$ cat config.mk
export PLATFORM = sky130hd
export DESIGN_NAME = touch_pad_duration_detector_unit
export DESIGN_NICKNAME = d
export VERILOG_FILES = /design/src/hdl/tpd_pkg.sv /design/src/hdl/touch_pad_duration_detector_unit.sv /design/src/hdl/tpd_lane.sv
export SDC_FILE = /design/constraint.sdc
export NUM_CORES = 1
export LEC_CHECK = 0
export ABC_AREA = 1
export BUFFER_PORTS_ARGS = -buffer_cell sky130_fd_sc_hd__buf_2
export CAP_MARGIN = 25
export CORE_UTILIZATION = 60
export CTS_CLUSTER_DIAMETER = 120
export CTS_CLUSTER_SIZE = 28
export DETAILED_ROUTE_END_ITERATION = 10
export MAX_ROUTING_LAYER = met4
export PLACE_DENSITY = 0.76
export SYNTH_ARGS = -nofsm -noshare
export SYNTH_HDL_FRONTEND = slang
export SYNTH_HIERARCHICAL = 1
export SYNTH_SLANG_ARGS = --single-unit
export TNS_END_PERCENT = 1
$ cat constraint.sdc
create_clock -name clk -period 10.6 [get_ports clk]
set_input_delay 1.06 -clock clk [delete_from_list [all_inputs] [get_ports clk]]
set_output_delay 1.06 -clock clk [all_outputs]
set_load 0.005 [all_outputs]
$ cat src/hdl/tpd_pkg.sv
`default_nettype none

package tpd_pkg;

  // Field widths
  localparam int SAMPLE_W = 16;
  localparam int COUNT_W  = 16;
  localparam int REQ_W    = 2;
  localparam int CFG_IDX_W = 2;
  localparam int CFG_DATA_W = 16;
  localparam int NUM_LANES = 2;

  // Default calibration length
  localparam int CALIB_SAMPLES_DEF = 32;

  // Request codes
  localparam logic [REQ_W-1:0] REQ_CALIB = 2'd0;
  localparam logic [REQ_W-1:0] REQ_TICK  = 2'd1;
  localparam logic [REQ_W-1:0] REQ_FETCH = 2'd2;

  // Register indexes
  localparam logic [CFG_IDX_W-1:0] CFG_THR_CH0  = 2'd0;
  localparam logic [CFG_IDX_W-1:0] CFG_THR_CH1  = 2'd1;
  localparam logic [CFG_IDX_W-1:0] CFG_SCAN_INT = 2'd2;

  localparam logic [COUNT_W-1:0] SCAN_INT_RST = 16'd10;

  typedef struct packed {
    logic [REQ_W-1:0]    req_type;
    logic [SAMPLE_W-1:0] sample_ch0;
    logic [SAMPLE_W-1:0] sample_ch1;
    logic                channel;
  } tpd_in_t;

  typedef struct packed {
    logic               scanned;
    logic               touched_ch0;
    logic               touched_ch1;
    logic [COUNT_W-1:0] count_ch0;
    logic [COUNT_W-1:0] count_ch1;
    logic [COUNT_W-1:0] fetched_time;
    logic               calib_done;
  } tpd_out_t;

  // Control from the sequencer to one lane
  typedef struct packed {
    logic s1_en;        // stage 1 load
    logic s2_en;        // stage 2 load
    logic upd;          // stage 2 item commits to state
    logic calib;
    logic calib_first;
    logic calib_last;
    logic scan;
    logic fetch;
  } tpd_lane_ctl_t;

  // What one lane reports to the merge stage
  typedef struct packed {
    logic               touched;
    logic [COUNT_W-1:0] count;
    logic [COUNT_W-1:0] stored;
  } tpd_lane_res_t;

endpackage

`default_nettype wire

$ cat src/hdl/touch_pad_duration_detector_unit.sv
// Channel | Direction | Handshake            | Payload
// in      | input     | in_valid / in_ready   | in_data  (tpd_in_t)
// out     | output    | out_valid / out_ready | out_data (tpd_out_t)
// cfg     | input     | cfg_we                | cfg_index, cfg_wdata
//
// One item per cycle sustained while the output is not stalled; each result passes
// through the two-stage reciprocal multiply in each lane and then the output register.
// All state commits as an item leaves stage 2, so items update state strictly in order.
// rst_n is synchronous, active low; it clears pipeline valids and all detector state.
// A stalled output holds the pipeline; input ready stays high while any stage is free.
`default_nettype none

module touch_pad_duration_detector_unit
  import tpd_pkg::*;
#(
  parameter int CALIB_SAMPLES = CALIB_SAMPLES_DEF
) (
  input  wire logic                  clk,
  input  wire logic                  rst_n,
  input  wire logic                  in_valid,
  output logic                       in_ready,
  input  wire tpd_in_t               in_data,
  output logic                       out_valid,
  input  wire logic                  out_ready,
  output tpd_out_t                   out_data,
  input  wire logic                  cfg_we,
  input  wire logic [CFG_IDX_W-1:0]  cfg_index,
  input  wire logic [CFG_DATA_W-1:0] cfg_wdata
);

  localparam int IDX_W = (CALIB_SAMPLES > 1) ? $clog2(CALIB_SAMPLES) : 1;

  // Configuration registers
  logic [COUNT_W-1:0] thr0_r, thr1_r, scan_int_r;

  // Pipeline valids and item control fields
  logic             v1_r, v2_r, vo_r;
  logic [REQ_W-1:0] req1_r, req2_r;
  logic             ch1_r, ch2_r;
  logic             adv1, adv2, adv_o;

  // Sequencer state
  logic [COUNT_W-1:0] presc_r, presc_nxt;
  logic [IDX_W-1:0]   calib_idx_r, calib_idx_nxt;

  logic               is_calib, is_tick, is_fetch;
  logic               calib_first, calib_last;
  logic [COUNT_W:0]   presc_inc;
  logic               scan;

  tpd_lane_ctl_t      lane_ctl [NUM_LANES];
  tpd_lane_res_t      lane_res [NUM_LANES];
  logic [SAMPLE_W-1:0] lane_sample [NUM_LANES];
  logic [COUNT_W-1:0] lane_thr [NUM_LANES];

  tpd_out_t           out_data_r, out_nxt;

  // Write configuration
  always_ff @(posedge clk) begin
    if (!rst_n) begin
      thr0_r     <= '0;
      thr1_r     <= '0;
      scan_int_r <= SCAN_INT_RST;
    end else if (cfg_we) begin
      unique case (cfg_index)
        CFG_THR_CH0:  thr0_r     <= cfg_wdata;
        CFG_THR_CH1:  thr1_r     <= cfg_wdata;
        CFG_SCAN_INT: scan_int_r <= cfg_wdata;
        default: ;
      endcase
    end
  end

  // Advance the pipeline from the output side back
  assign adv_o    = v2_r && (!vo_r || out_ready);
  assign adv2     = v1_r && (!v2_r || adv_o);
  assign in_ready = !v1_r || adv2;
  assign adv1     = in_valid && in_ready;

  always_ff @(posedge clk) begin
    if (!rst_n) begin
      v1_r <= 1'b0;
      v2_r <= 1'b0;
      vo_r <= 1'b0;
    end else begin
      v1_r <= adv1 || (v1_r && !adv2);
      v2_r <= adv2 || (v2_r && !adv_o);
      vo_r <= adv_o || (vo_r && !out_ready);
    end
  end

  always_ff @(posedge clk) begin
    if (adv1) begin
      req1_r <= in_data.req_type;
      ch1_r  <= in_data.channel;
    end
    if (adv2) begin
      req2_r <= req1_r;
      ch2_r  <= ch1_r;
    end
  end

  // Decode the item in stage 2
  assign is_calib    = req2_r == REQ_CALIB;
  assign is_tick     = req2_r == REQ_TICK;
  assign is_fetch    = req2_r == REQ_FETCH;
  assign calib_first = calib_idx_r == '0;
  assign calib_last  = calib_idx_r == IDX_W'(CALIB_SAMPLES - 1);
  assign presc_inc   = {1'b0, presc_r} + 1'b1;
  assign scan        = is_tick && (presc_inc > {1'b0, scan_int_r});

  // Next prescaler and calibration index
  always_comb begin
    presc_nxt     = presc_r;
    calib_idx_nxt = calib_idx_r;
    if (adv_o) begin
      if (is_calib) begin
        calib_idx_nxt = calib_last ? '0 : calib_idx_r + 1'b1;
      end
      if (is_tick) begin
        presc_nxt = scan ? '0 : presc_inc[COUNT_W-1:0];
      end
    end
  end

  always_ff @(posedge clk) begin
    if (!rst_n) begin
      presc_r     <= '0;
      calib_idx_r <= '0;
    end else begin
      presc_r     <= presc_nxt;
      calib_idx_r <= calib_idx_nxt;
    end
  end

  assign lane_sample[0] = in_data.sample_ch0;
  assign lane_sample[1] = in_data.sample_ch1;
  assign lane_thr[0]    = thr0_r;
  assign lane_thr[1]    = thr1_r;

  // One lane per channel
  for (genvar g = 0; g < NUM_LANES; g++) begin : g_lane
    assign lane_ctl[g].s1_en       = adv1;
    assign lane_ctl[g].s2_en       = adv2;
    assign lane_ctl[g].upd         = adv_o;
    assign lane_ctl[g].calib       = is_calib;
    assign lane_ctl[g].calib_first = calib_first;
    assign lane_ctl[g].calib_last  = calib_last;
    assign lane_ctl[g].scan        = scan;
    assign lane_ctl[g].fetch       = is_fetch && (ch2_r == 1'(g));

    tpd_lane #(
      .CALIB_SAMPLES(CALIB_SAMPLES)
    ) u_lane (
      .clk          (clk),
      .rst_n        (rst_n),
      .ctl          (lane_ctl[g]),
      .sample_in    (lane_sample[g]),
      .thr          (lane_thr[g]),
      .scan_interval(scan_int_r),
      .res          (lane_res[g])
    );
  end

  // Merge lane results into one result
  always_comb begin
    out_nxt.scanned      = scan;
    out_nxt.touched_ch0  = scan && lane_res[0].touched;
    out_nxt.touched_ch1  = scan && lane_res[1].touched;
    out_nxt.count_ch0    = lane_res[0].count;
    out_nxt.count_ch1    = lane_res[1].count;
    out_nxt.fetched_time = '0;
    if (is_fetch) begin
      out_nxt.fetched_time = ch2_r ? lane_res[1].stored : lane_res[0].stored;
    end
    out_nxt.calib_done   = is_calib && calib_last;
  end

  always_ff @(posedge clk) begin
    if (adv_o) begin
      out_data_r <= out_nxt;
    end
  end

  assign out_valid = vo_r;
  assign out_data  = out_data_r;

`ifndef NO_ASSERTIONS
  a_in_to_s1: assert property (@(posedge clk) disable iff (!rst_n)
    (in_valid && in_ready) |=> v1_r)
    else $error("transfer did not load stage 1");

  a_calib_wrap: assert property (@(posedge clk) disable iff (!rst_n)
    (adv_o && is_calib && calib_last) |=> (calib_idx_r == '0))
    else $error("calibration index did not restart");

  a_scan_presc: assert property (@(posedge clk) disable iff (!rst_n)
    (adv_o && scan) |=> (presc_r == '0))
    else $error("prescaler not cleared after scan");

  a_touch_needs_scan: assert property (@(posedge clk) disable iff (!rst_n)
    (vo_r && (out_data_r.touched_ch0 || out_data_r.touched_ch1)) |-> out_data_r.scanned)
    else $error("touch reported without scan");

  a_fetch_only: assert property (@(posedge clk) disable iff (!rst_n)
    (vo_r && (out_data_r.fetched_time != '0))
      |-> (!out_data_r.scanned && !out_data_r.calib_done))
    else $error("fetched time on a non-fetch result");
`endif

endmodule

`default_nettype wire

$ cat src/hdl/tpd_lane.sv
`default_nettype none

module tpd_lane
  import tpd_pkg::*;
#(
  parameter int CALIB_SAMPLES = CALIB_SAMPLES_DEF
) (
  input  wire logic                clk,
  input  wire logic                rst_n,
  input  wire tpd_lane_ctl_t       ctl,
  input  wire logic [SAMPLE_W-1:0] sample_in,
  input  wire logic [COUNT_W-1:0]  thr,
  input  wire logic [COUNT_W-1:0]  scan_interval,
  output tpd_lane_res_t            res
);

  // Remainder width and reciprocal constant for the division by CALIB_SAMPLES
  localparam int R_W    = (CALIB_SAMPLES > 1) ? $clog2(CALIB_SAMPLES) : 1;
  localparam int MUL_SH = SAMPLE_W + R_W;
  localparam int MUL_W  = SAMPLE_W + 1;
  localparam int PROD_W = SAMPLE_W + MUL_W;
  localparam int QN_W   = SAMPLE_W + R_W + 1;
  localparam logic [MUL_W-1:0] MUL_K =
    MUL_W'(((64'd1 << MUL_SH) + 64'(CALIB_SAMPLES) - 64'd1) / 64'(CALIB_SAMPLES));

  logic [SAMPLE_W-1:0] s1_r;
  logic [PROD_W-1:0]   prod1_r;
  logic [SAMPLE_W-1:0] s2_r;
  logic [SAMPLE_W-1:0] qs2_r;
  logic [R_W-1:0]      rs2_r;

  logic [COUNT_W-1:0]  q_r, q_nxt;
  logic [R_W-1:0]      r_r, r_nxt;
  logic [COUNT_W-1:0]  baseline_r, baseline_nxt;
  logic [COUNT_W-1:0]  count_r, count_nxt;
  logic [COUNT_W-1:0]  stored_r, stored_nxt;

  logic [PROD_W-1:0]   prod;
  logic [PROD_W-1:0]   prod_sh;
  logic [SAMPLE_W-1:0] qs;
  logic [QN_W-1:0]     qn;
  logic [QN_W-1:0]     rem;
  logic [R_W-1:0]      rs;

  logic [COUNT_W-1:0]  q_base;
  logic [R_W-1:0]      r_base;
  logic [R_W:0]        rsum;
  logic [R_W:0]        rsum_red;
  logic                wrap;
  logic [R_W-1:0]      r_new;
  logic [COUNT_W-1:0]  q_new;
  logic [SAMPLE_W:0]   limit;
  logic                touched;
  logic [COUNT_W-1:0]  count_add;

  // Stage 1: sample times reciprocal
  assign prod = {{MUL_W{1'b0}}, sample_in} * {{SAMPLE_W{1'b0}}, MUL_K};

  always_ff @(posedge clk) begin
    if (ctl.s1_en) begin
      s1_r    <= sample_in;
      prod1_r <= prod;
    end
  end

  // Stage 2: quotient and remainder of this sample
  assign prod_sh = prod1_r >> MUL_SH;
  assign qs      = prod_sh[SAMPLE_W-1:0];
  assign qn      = QN_W'(qs) * QN_W'(CALIB_SAMPLES);
  assign rem     = QN_W'(s1_r) - qn;
  assign rs      = rem[R_W-1:0];

  always_ff @(posedge clk) begin
    if (ctl.s2_en) begin
      s2_r  <= s1_r;
      qs2_r <= qs;
      rs2_r <= rs;
    end
  end

  // Accumulate quotient and remainder, carry when the remainder wraps
  assign q_base   = ctl.calib_first ? '0 : q_r;
  assign r_base   = ctl.calib_first ? '0 : r_r;
  assign rsum     = {1'b0, r_base} + {1'b0, rs2_r};
  assign wrap     = rsum >= (R_W+1)'(CALIB_SAMPLES);
  assign rsum_red = wrap ? (rsum - (R_W+1)'(CALIB_SAMPLES)) : rsum;
  assign r_new    = rsum_red[R_W-1:0];
  assign q_new    = q_base + qs2_r + {{(COUNT_W-1){1'b0}}, wrap};

  // Touch verdict: sample below baseline minus threshold, signed
  assign limit     = {1'b0, baseline_r} - {1'b0, thr};
  assign touched   = $signed({1'b0, s2_r}) < $signed(limit);
  assign count_add = count_r + scan_interval;

  always_comb begin
    q_nxt        = q_r;
    r_nxt        = r_r;
    baseline_nxt = baseline_r;
    count_nxt    = count_r;
    stored_nxt   = stored_r;
    if (ctl.upd) begin
      if (ctl.calib) begin
        q_nxt = q_new;
        r_nxt = r_new;
        if (ctl.calib_last) begin
          baseline_nxt = q_new;
        end
      end
      if (ctl.scan) begin
        if (touched) begin
          count_nxt = count_add;
        end else begin
          stored_nxt = count_r;
          count_nxt  = '0;
        end
      end
      if (ctl.fetch) begin
        stored_nxt = '0;
      end
    end
  end

  always_ff @(posedge clk) begin
    if (!rst_n) begin
      q_r        <= '0;
      r_r        <= '0;
      baseline_r <= '0;
      count_r    <= '0;
      stored_r   <= '0;
    end else begin
      q_r        <= q_nxt;
      r_r        <= r_nxt;
      baseline_r <= baseline_nxt;
      count_r    <= count_nxt;
      stored_r   <= stored_nxt;
    end
  end

  assign res.touched = touched;
  assign res.count   = count_nxt;
  assign res.stored  = stored_r;

endmodule

`default_nettype wire

==> results of run 1 <==
==> where the power goes <==
part | leakage (nW) | total [mW] | internal [mW] | switching, mW
registers | 2.85 | 1.37 | 1.35 | 0.0207
clock network | 0.208 | 0.678 | 0.286 | 0.392
logic | 5.79 | 0.281 | 0.0971 | 0.184
==> per-stage QoR <==
step / utilization [%] / total power, mW / hold WS (ps) / cell area, um^2
floorplan: - / 1.59 / 400 / 18300
global placement: 64.1 / 1.67 / 400 / 19100
detailed placement: 64.1 / 1.68 / 405 / 19100
CTS: 65.5 / 2.35 / 426 / 19500
global route: 65.5 / 2.43 / 432 / 19500
finish: 65.5 / 2.33 / 421 / 19500
==> how the worst max path moves through the flow <==
stage | cells past startpoint | slack [ps] | startpoint | to
floorplan | 8 | 4810 | out_ready | out_data[28]
global placement | 22 | 6200 | presc_r[0] | out_data[43]
detailed placement | 22 | 6010 | presc_r[0] | out_data[40]
CTS | 22 | 5990 | presc_r[0] | out_data[40]
global route | 22 | 5550 | presc_r[0] | out_data[40]
finish | 22 | 5930 | presc_r[0] | out_data[34]
==> logic make-up (layout without fill, tap and decap cells) <==
| kind of cell | after synthesis | after routing |
|---|---|---|
| AND/OR/NAND/NOR | 772 | 772 |
| AO/OA/AOI/OAI | 453 | 453 |
| buffers and inverters | 389 | 472 |
| flip-flops | 332 | 332 |
| adder cells (fa/ha/maj) | 152 | 152 |
| XOR/XNOR | 79 | 79 |
==> cell usage in the layout, fill, tap and decap left out, types with 7 or more instances in the layout <==
| cell | synthesis | final |
|---|---|---|
| sky130_fd_sc_hd__a21o_1 | 17 | 17 |
| sky130_fd_sc_hd__ha_1 | 142 | 142 |
| sky130_fd_sc_hd__clkinv_1 | 8 | 8 |
| sky130_fd_sc_hd__a21oi_2 | 28 | 28 |
| sky130_fd_sc_hd__nor2_2 | 6 | 7 |
| sky130_fd_sc_hd__a21oi_1 | 183 | 182 |
| sky130_fd_sc_hd__o21bai_1 | 17 | 17 |
| sky130_fd_sc_hd__o21ai_1 | 8 | 8 |
| sky130_fd_sc_hd__inv_1 | 314 | 314 |
| sky130_fd_sc_hd__edfxtp_1 | 122 | 122 |
| sky130_fd_sc_hd__nor3_1 | 30 | 30 |
| sky130_fd_sc_hd__nand3_2 | 23 | 23 |
| sky130_fd_sc_hd__a22o_1 | 16 | 16 |
| sky130_fd_sc_hd__nand2_2 | 16 | 16 |
| sky130_fd_sc_hd__fa_1 | 10 | 10 |
| sky130_fd_sc_hd__nand4_1 | 39 | 39 |
| sky130_fd_sc_hd__clkbuf_16 | 0 | 16 |
| sky130_fd_sc_hd__buf_2 | 6 | 111 |
| sky130_fd_sc_hd__o21ai_0 | 122 | 122 |
| sky130_fd_sc_hd__clkbuf_1 | 47 | 9 |
| sky130_fd_sc_hd__or2_2 | 8 | 8 |
| sky130_fd_sc_hd__nand3_1 | 84 | 84 |
| sky130_fd_sc_hd__nand2_1 | 303 | 303 |
| sky130_fd_sc_hd__nor2_1 | 241 | 240 |
| sky130_fd_sc_hd__buf_4 | 5 | 10 |
| sky130_fd_sc_hd__xor2_1 | 43 | 43 |
| sky130_fd_sc_hd__xnor2_1 | 36 | 36 |
| sky130_fd_sc_hd__o211ai_1 | 30 | 30 |
| sky130_fd_sc_hd__dfxtp_1 | 210 | 210 |
==> registers in the layout (all words and copies together) (netlist names), 32 cells and up <==
signal                    count
g_lane.u_lane/baseline_r     32
g_lane.u_lane/count_r        32
g_lane.u_lane/stored_r       32
out_data                     52
g_lane.u_lane/prod1_r        32
g_lane.u_lane/q_r            32
g_lane.u_lane/s2_r           32
==> worst max-delay path: cells and delay by family, from the launching register on <==
family / cells / cell delay, ps
DFF: 1 / 410
xor gates and xnor gates: 1 / 200
AOI/OAI and AO/OA: 2 / 230
and+or+nand+nor: 12 / 2000
adders and majority gates: 2 / 490
buffers and inverters: 5 / 1090
==> cell usage after synthesis, types with 23 or more instances <==
master / n
sky130_fd_sc_hd__nor3_1: 30
sky130_fd_sc_hd__nand3_1: 84
sky130_fd_sc_hd__o211ai_1: 30
sky130_fd_sc_hd__ha_1: 142
sky130_fd_sc_hd__dfxtp_1: 210
sky130_fd_sc_hd__xor2_1: 43
sky130_fd_sc_hd__nor2_1: 241
sky130_fd_sc_hd__edfxtp_1: 122
sky130_fd_sc_hd__a21oi_1: 183
sky130_fd_sc_hd__nand2_1: 303
sky130_fd_sc_hd__o21ai_0: 122
sky130_fd_sc_hd__a21oi_2: 28
sky130_fd_sc_hd__clkbuf_1: 47
sky130_fd_sc_hd__inv_1: 314
sky130_fd_sc_hd__xnor2_1: 36
sky130_fd_sc_hd__nand4_1: 39
sky130_fd_sc_hd__nand3_2: 23
==> routing by layer <==
metal  track usage [%]  vias up
li1                  -     7389
met1              37.4     6820
met2              47.1      427
met3              2.56       81
met4              9.81        0
met5                 -        -
==> layout make-up <==
class                   instances  area, um^2  area share, %
multi-input cells            1456        8870           45.5
flip-flops and latches        332        7870           40.3
well taps                     390         488           2.50
repair buffers                121         631           3.23
inverters                     326        1220           6.27
clock buffers                  25         434           2.22
==> summary.md, run 1 <==
The flow ran to the end, and the final reports show no timing, DRC or antenna violations. In the routed design, unresolved DRC markers number 0. The worst-case reg-to-reg path depth was 22; the flip-flop and latch count after synthesis was 332. Post-synthesis instance total: 2177. After Yosys synthesis, XOR and XNOR cells account for 3.79% of the synthesized area.

The worst setup path is captured at a flip-flop. The run gives 0 as the number of hold violations in the final report. Antenna diode instance count: 0.

The first detailed-routing pass ran for 5 iterations. In the synthesized netlist the dominant register cell turns out to be sky130_fd_sc_hd__dfxtp_1. In this run the cell area of the synthesized design comes to 18300 um^2. Of the cells placed in the final design, the portion with a size suffix greater than 1 is 10.5%. The die width is 176 um. Traced cell by cell, the critical path runs through ha_1 -> nand2_1 -> nor2_2 -> nand2_1 -> nor2_1 -> xor2_1 -> inv_1 -> ha_1 -> nand2_1 -> inv_1 -> o21bai_1 -> a21boi_0 -> nor2_1 -> nand2_2 -> nand2_4 -> inv_1 -> nand2_1 -> clkinv_1 -> nand4_4 -> inv_2 -> nand2_1 -> nand2_1.

The area fraction in compound gates after synthesis came out at 14.8%. Global routing consumed, over all layers together, 28.8% of the routing resources. TritonCTS built the clock tree. The number of antenna violations at the first check in global routing is 0. The largest vdd supply drop was 0.176 mV. The total of fill cells in the finished design was 2512; the worst max-slew margin expressed relative to the limit was 33.4%. From bottom edge to top edge, the die measures 176 um.

After synthesis, the netlist uses 53 different library cells. After synthesis, the share of cell area in mux cells is 0%. The tools report the yosys synthesis warning count as 6.

Summed over all instances, the cell type with the most area after synthesis is sky130_fd_sc_hd__dfxtp_1. The highest metal layer carrying signal wires in the routed design is met4. In this run, post-CTS hold repair placed 0 buffers. Startpoint of the most critical hold path: g_lane[0].u_lane/prod1_r[27]. Cell at the slowest stage of the critical path: sky130_fd_sc_hd__clkinv_1. The number of enable-type register cells in the synthesized netlist works out to 122. In this run the critical register-to-register path is captured at out_data[34]. The starting utilization of the core area is 61.3%, and the cell depth of the worst hold path is 0.

After the first detailed-routing iteration, the DRC count stood at 1000. Of the synthesized area, sequential elements account for 43.1%. Summed over all failing endpoints, the final setup total negative slack is 0 ps. Dividing the final minimum period by the clock period gives 44.0%. The wire length per cell after detailed routing came out at 16.2 um. The total overflow left after global routing is 0. The slew of the pin with the lowest slew margin came out at 996 ps. In the final routing, the length of wire on met1 measures 19200 um.

The number of global-route vias before repair is 13800, and the top-area cell type share of the netlist area is 23.0%. The run gives 0 as the post-cts resize count. The adder and majority gate portion of the synthesized area works out to 10.8%.

Counting flops with an async set or reset pin after synthesis yields a share of 0%. For the max-slew violation count, the log shows 0. Relative to the synthesized area, the layout overhead comes to 6.84%.

The logs give 15 for the total CTS buffers and 2387 for the net count after synthesis. The power density over cell area works out to 119 nW/um^2. The final layout contains 2462 nets. For the number of antenna-violating nets in the routed design, the log shows 0.

Capture endpoint of the worst hold path: g_lane[0].u_lane/s2_r[11]. The largest single stage delay on the critical path is 720 ps. The worst reg2reg path startpoint was presc_r[0]. Dividing the detail-routed via count by the number of cells gives 5.55. The area share of and/or/nand/nor cells after synthesis was 19.1%. By area the synthesized netlist is led by sky130_fd_sc_hd__dfxtp_1 23%, sky130_fd_sc_hd__edfxtp_1 20%, sky130_fd_sc_hd__ha_1 9.7%. Of all nets on the critical path, the largest fanout is 26.

Timing would allow up to 214 MHz. Across all register-to-register paths, the minimum setup slack is 5930 ps. The shortest clock period the worst path allows after layout works out to 4670 ps. The final setup slack of the worst path is 5930 ps. The type of the worst min-delay path was reg2reg. Entering global routing, the biggest net connects 78 pins. Across the run, the number of max-cap violations was 0. The global-route wire length before repair came out at 69600 um. The floorplan step defined a die boundary enclosing 31200 um^2.

The congestion estimate from routability-driven global placement came to 0.975. Data on the critical path is required at its endpoint by 10860 ps. Dividing the synthesized area by the synthesized cell count gives 8.39 um^2.

The total placed cells including tap cells was 2625; the total core area was 29800 um^2. The met3 wire length was 1950 um; the clock-pin slew on the worst setup and hold paths was 120 ps. The clock passes through at most 3 buffers.

The number of setup buffers added after CTS is 0. 112 I/O pins were placed. The logs give 1 for the depth of the CTS H-tree and 14700 for the count of vias placed by the detailed router.

The worst setup path is of the reg2reg kind. The wire-length estimate of the detail-placed layout is 32600 um. The final layout contains routed wiring with a total length of 43100 um. In this run the tool buffered the top-level ports with 111 buffer cells. The post-placement worst setup slack came out at 6010 ps. The sink count of the clock tree is 332. Main combinational cell family by area after synthesis: simple AND/OR/NAND/NOR gates.

In this run the core area contains 63 standard-cell rows. The worst setup path is launched from a flip-flop. The routed design uses 20400 um of met2 wire.

The worst setup skew after layout is 27.1 ps. Among the stages of the critical path, the cell type that occurs most often is sky130_fd_sc_hd__nand2_1. Setup repair after global routing left no endpoint under its margin. The later pin in the worst-skew pair is clocked with a latency of 520 ps.

The final setup violation count is 0. At the worst endpoint, the arrival time is 4930 ps. The final instance count without filler cells is 2650.

In this run the static leakage power is 8.85 nW. The clock tree root buffer cell is sky130_fd_sc_hd__clkbuf_16.
Note: power is estimated with default switching activity, not from simulation.
==> run 2: changes to the inputs <==
--- a/config.mk
+++ b/config.mk
@@ -5,15 +5,15 @@
 export SDC_FILE = /design/constraint.sdc
 export NUM_CORES = 1
 export LEC_CHECK = 0
-export ABC_AREA = 1
+export ABC_AREA = 0
 export BUFFER_PORTS_ARGS = -buffer_cell sky130_fd_sc_hd__buf_2
 export CAP_MARGIN = 25
-export CORE_UTILIZATION = 60
+export CORE_UTILIZATION = 56
 export CTS_CLUSTER_DIAMETER = 120
 export CTS_CLUSTER_SIZE = 28
 export DETAILED_ROUTE_END_ITERATION = 10
 export MAX_ROUTING_LAYER = met4
-export PLACE_DENSITY = 0.76
+export PLACE_DENSITY = 0.74
 export SYNTH_ARGS = -nofsm -noshare
 export SYNTH_HDL_FRONTEND = slang
 export SYNTH_HIERARCHICAL = 1
==> constraint.sdc (replaced) <==
create_clock -name clk -period 4.1 [get_ports clk]
set_input_delay 0.41 -clock clk [delete_from_list [all_inputs] [get_ports clk]]
set_output_delay 0.41 -clock clk [all_outputs]
set_load 0.005 [all_outputs]
==> summary.md, run 2 <==
Relative to the synthesized area, the layout overhead comes to 12.2%. The tool flagged a number of max-cap violations equal to 0. Of all nets on the critical path, the largest fanout is 5. In this design, the stage delay of the slowest critical-path cell is 430 ps. The number of detailed-routing iterations run before antenna repair was 5. The logs give 85 for the number of library cell types mapped by synthesis and 4660 ps for the worst endpoint data arrival time. The run gives 2110 um as the met3 wire length. The number of antenna violations at the first check in global routing was 1; the top-area cell type share of the netlist area was 23.2%. The run gives 13900 as the number of global-route vias before repair. STA classifies the critical path endpoint as a flip-flop.

The flow ran to the end, but the final reports show violations. The shortest clock period the worst path allows after layout is 4200 ps. The sequential share of the synthesized area was 43.4%; the count of hold buffers inserted by post-cts repair was 0. In the layout the commonest cells are 345 x sky130_fd_sc_hd__nand2_1, 206 x sky130_fd_sc_hd__dfxtp_1, 140 x sky130_fd_sc_hd__ha_1. STA puts the critical path data required time at 4560 ps. The tree is rooted in a sky130_fd_sc_hd__clkbuf_16.

The cell count after synthesis came out at 1925. The total CTS buffers was 15. The detail-routed via count per cell is 5.83, and the maximum number of pins on one net before global-route repair is 71. TritonCTS built the clock tree. The met1 layer wirelength in the final routing is 19400 um, and the wire length after detailed routing is 43400 um. The count of port buffers added during placement came out at 111. Traced cell by cell, the critical path runs through inv_1 -> ha_1 -> nor4b_4 -> buf_4 -> nor2b_4 -> ha_4 -> a21o_1 -> a21oi_2 -> nor2b_1 -> o21ai_1 -> nand2b_1 -> fa_2 -> fa_2 -> a211o_1 -> a2111oi_4 -> o31ai_2 -> a21oi_2 -> or3_4 -> mux2_4 -> a21oi_2. Broken down by cell family, the worst path's largest delay share belongs to compound AO/OA/AOI/OAI gates.

The power density over cell area works out to 297 nW/um^2. For the number of top-level pins, the log shows 112. The cell with the most instances after synthesis was sky130_fd_sc_hd__nand2_1.

Setup repair after global routing could not meet its margin everywhere. The tools report the detailed-route DRC error count as 0. In this run the cell area of the synthesized design comes to 18100 um^2. For the weighted congestion at the end of routability-driven global placement, the log shows 0.918. The worst-case clock buffer depth came out at 3. The global-route wire length before repair is 70100 um, and the yosys synthesis warning count is 6. The die width came out at 182 um. By startpoint and endpoint, the worst setup path is classified as reg2reg. After routing, the total negative slack on setup checks comes to -383 ps.

The y dimension of the die was 182 um; the placed wire-length estimate was 32100 um. The most repeated library cell on the critical path is sky130_fd_sc_hd__a21oi_2. Counting the fill cells in the layout gives 2669.

In the synthesized netlist, the cells that appear most often are 346 x sky130_fd_sc_hd__nand2_1, 210 x sky130_fd_sc_hd__dfxtp_1, 142 x sky130_fd_sc_hd__ha_1. Detailed routing placed a total of 20800 um of wire on met2. Setup violations remaining at the end of the flow were counted as 11. The count of cells in the finished layout, fillers not included, comes to 2465. In the final layout, the share of cells above drive strength 1 is 15.9%. At the end of the flow, the number of nets in the layout was 2264. The slew of the pin with the lowest slew margin is 882 ps, and the total core area is 31700 um^2. The flip-flop and latch count after synthesis was 332; the clock network latency to the later pin of the worst-skew pair was 520 ps.

Together, buffers and inverters on the worst path number 2. For the total global routing track utilization, the log shows 27.0%. The top layer reached by signal wires was met4.

In this run the mean area of a mapped cell was 9.41 um^2. For this design, the sink count on the clock tree is 332. The final critical path takes up 102% of the cycle. The type of the worst min-delay path is in2reg.

The tools report the final setup slack of the worst path as -98.7 ps. For the depth of the CTS H-tree, the log shows 1. Leaving out fill and tap cells, the most frequent cell in the layout is sky130_fd_sc_hd__nand2_1. For the max-slew violation count, the log shows 0.

Most instantiated flip-flop cell in the synthesis netlist: sky130_fd_sc_hd__dfxtp_1. Across the VDD grid, the largest voltage drop is 0.536 mV. The worst pin sits at a relative slew slack of 41.1%. The count of vias placed by the detailed router was 14400. The die covers 33100 um^2.

In this run the core area contains 65 standard-cell rows. The final reports fail on negative setup slack. Global routing finished with a remaining overflow of 0. The fraction of registers with async set or reset after synthesis was 0%.

Clock-pin slew was measured on the worst setup and hold paths at 110 ps. The run gives 0 as the number of hold violations in the final report. Biggest area consumer among synthesized cells: sky130_fd_sc_hd__dfxtp_1. The number of nets handed over by synthesis was 2135. The tools report the worst setup skew after layout as 24.9 ps.

By area the synthesized netlist is led by sky130_fd_sc_hd__dfxtp_1 23%, sky130_fd_sc_hd__edfxtp_1 20%, sky130_fd_sc_hd__ha_1 9.8%. The count of nets left with antenna violations once routing finished came out at 0. In this run, placement finished with an instance count of 2430. The initial utilization of the core area, before any placement, comes to 57.1%. The worst slack on hold paths is 54.4 ps.

The worst setup path is launched from a flip-flop. Dividing the detail-routed wire length by the instance count gives 17.6 um. The achievable clock frequency is 238 MHz, and the number of flip-flops in the largest register is 52. Number of enable-type register cells in the synthesized netlist: 122.

Cell at the slowest stage of the critical path: sky130_fd_sc_hd__a2111oi_4. Leakage power of the design: 7.94 nW. The number of design-rule violations left by the first detailed-router iteration came out at 950.
==> run 2: cell count changes in the layout (fill, tap and decap cells not counted), sizes merged, moves of 40 or more <==
cell    delta
mux2i     +40
nor2     -174
inv      -225
o21ai     -81
buf       +76
a21oi     -84
a21boi    +47
nand3     -48
nor2b     +55
==> run 2: worst paths after layout <==
kind / cells past startpoint / startpoint / slack, ps / to
worst max register to register: 20 / calib_idx_r[0] / -100 / g_lane[0].u_lane/q_r[14]
worst min register to register: 0 / g_lane[0].u_lane/prod1_r[27] / 420 / g_lane[0].u_lane/s2_r[11]
worst min-delay path: 1 / in_data[17] / 50 / g_lane[0].u_lane/prod1_r[16]
worst max-delay path: 20 / calib_idx_r[0] / -100 / g_lane[0].u_lane/q_r[14]
==> run 2: repair_timing <==
action	in CTS	in global routing
endpoints found under the hold margin	0	0
pin swaps	27	18
endpoints found under the setup margin	94	125
setup buffers	5	2
resized for setup	38	41
==> run 2: cell families after synthesis <==
logic type      synth area share (%)
xor+xnor                        4.16
mux                             2.27
simple gates                    18.1
flops                           43.4
fa+ha+maj                       10.9
buf+inv                         3.97
compound gates                  17.2
==> run 2: stage by stage <==
stage	util, %	worst slack [ps]	cell area, um^2	power (mW)
6_report	64.1	-98.7	20300	6.03
5_1_grt	64.1	-336	20300	6.26
4_1_cts	63.5	-76.5	20100	6.03
3_5_place_dp	61.5	-347	19500	4.30
3_3_place_gp	61.5	-286	19500	4.28
2_1_floorplan	-	-404	18200	4.07
==> run 2: area by class of cell <==
type	count	area, um^2	share of cell area [%]
diodes	1	2.50	0.0123
well taps	402	503	2.48
clock inverters	1	5.00	0.0246
clock buffers	24	409	2.01
flip-flops and latches	332	7870	38.7
repair buffers	197	1260	6.19
inverters	93	354	1.74
multi-input cells	1415	9920	48.8
==> run 2: metal layers <==
layer | track usage, % | up-vias
li1 | - | 7083
met1 | 34.3 | 6858
met2 | 45.5 | 356
met3 | 3.15 | 75
met4 | 7.33 | 0
met5 | - | -
==> run 2: report_power, final <==
group	switching, mW	internal (mW)
combinational	0.445	0.312
clock	1.02	0.701
sequential	0.0484	3.50
==> run 2: worst reg2reg max path, stage by stage (launching register included) <==
cell and delay (ps):
sky130_fd_sc_hd__dfxtp_2 340, sky130_fd_sc_hd__inv_1 40, sky130_fd_sc_hd__ha_1 180, sky130_fd_sc_hd__nor4b_4 130
sky130_fd_sc_hd__buf_4 160, sky130_fd_sc_hd__nor2b_4 150, sky130_fd_sc_hd__ha_4 210, sky130_fd_sc_hd__a21o_1 170
sky130_fd_sc_hd__a21oi_2 160, sky130_fd_sc_hd__nor2b_1 60, sky130_fd_sc_hd__o21ai_1 110, sky130_fd_sc_hd__nand2b_1 80
sky130_fd_sc_hd__fa_2 360, sky130_fd_sc_hd__fa_2 350, sky130_fd_sc_hd__a211o_1 320, sky130_fd_sc_hd__a2111oi_4 430
sky130_fd_sc_hd__o31ai_2 150, sky130_fd_sc_hd__a21oi_2 170, sky130_fd_sc_hd__or3_4 150, sky130_fd_sc_hd__mux2_4 290
sky130_fd_sc_hd__a21oi_2 110
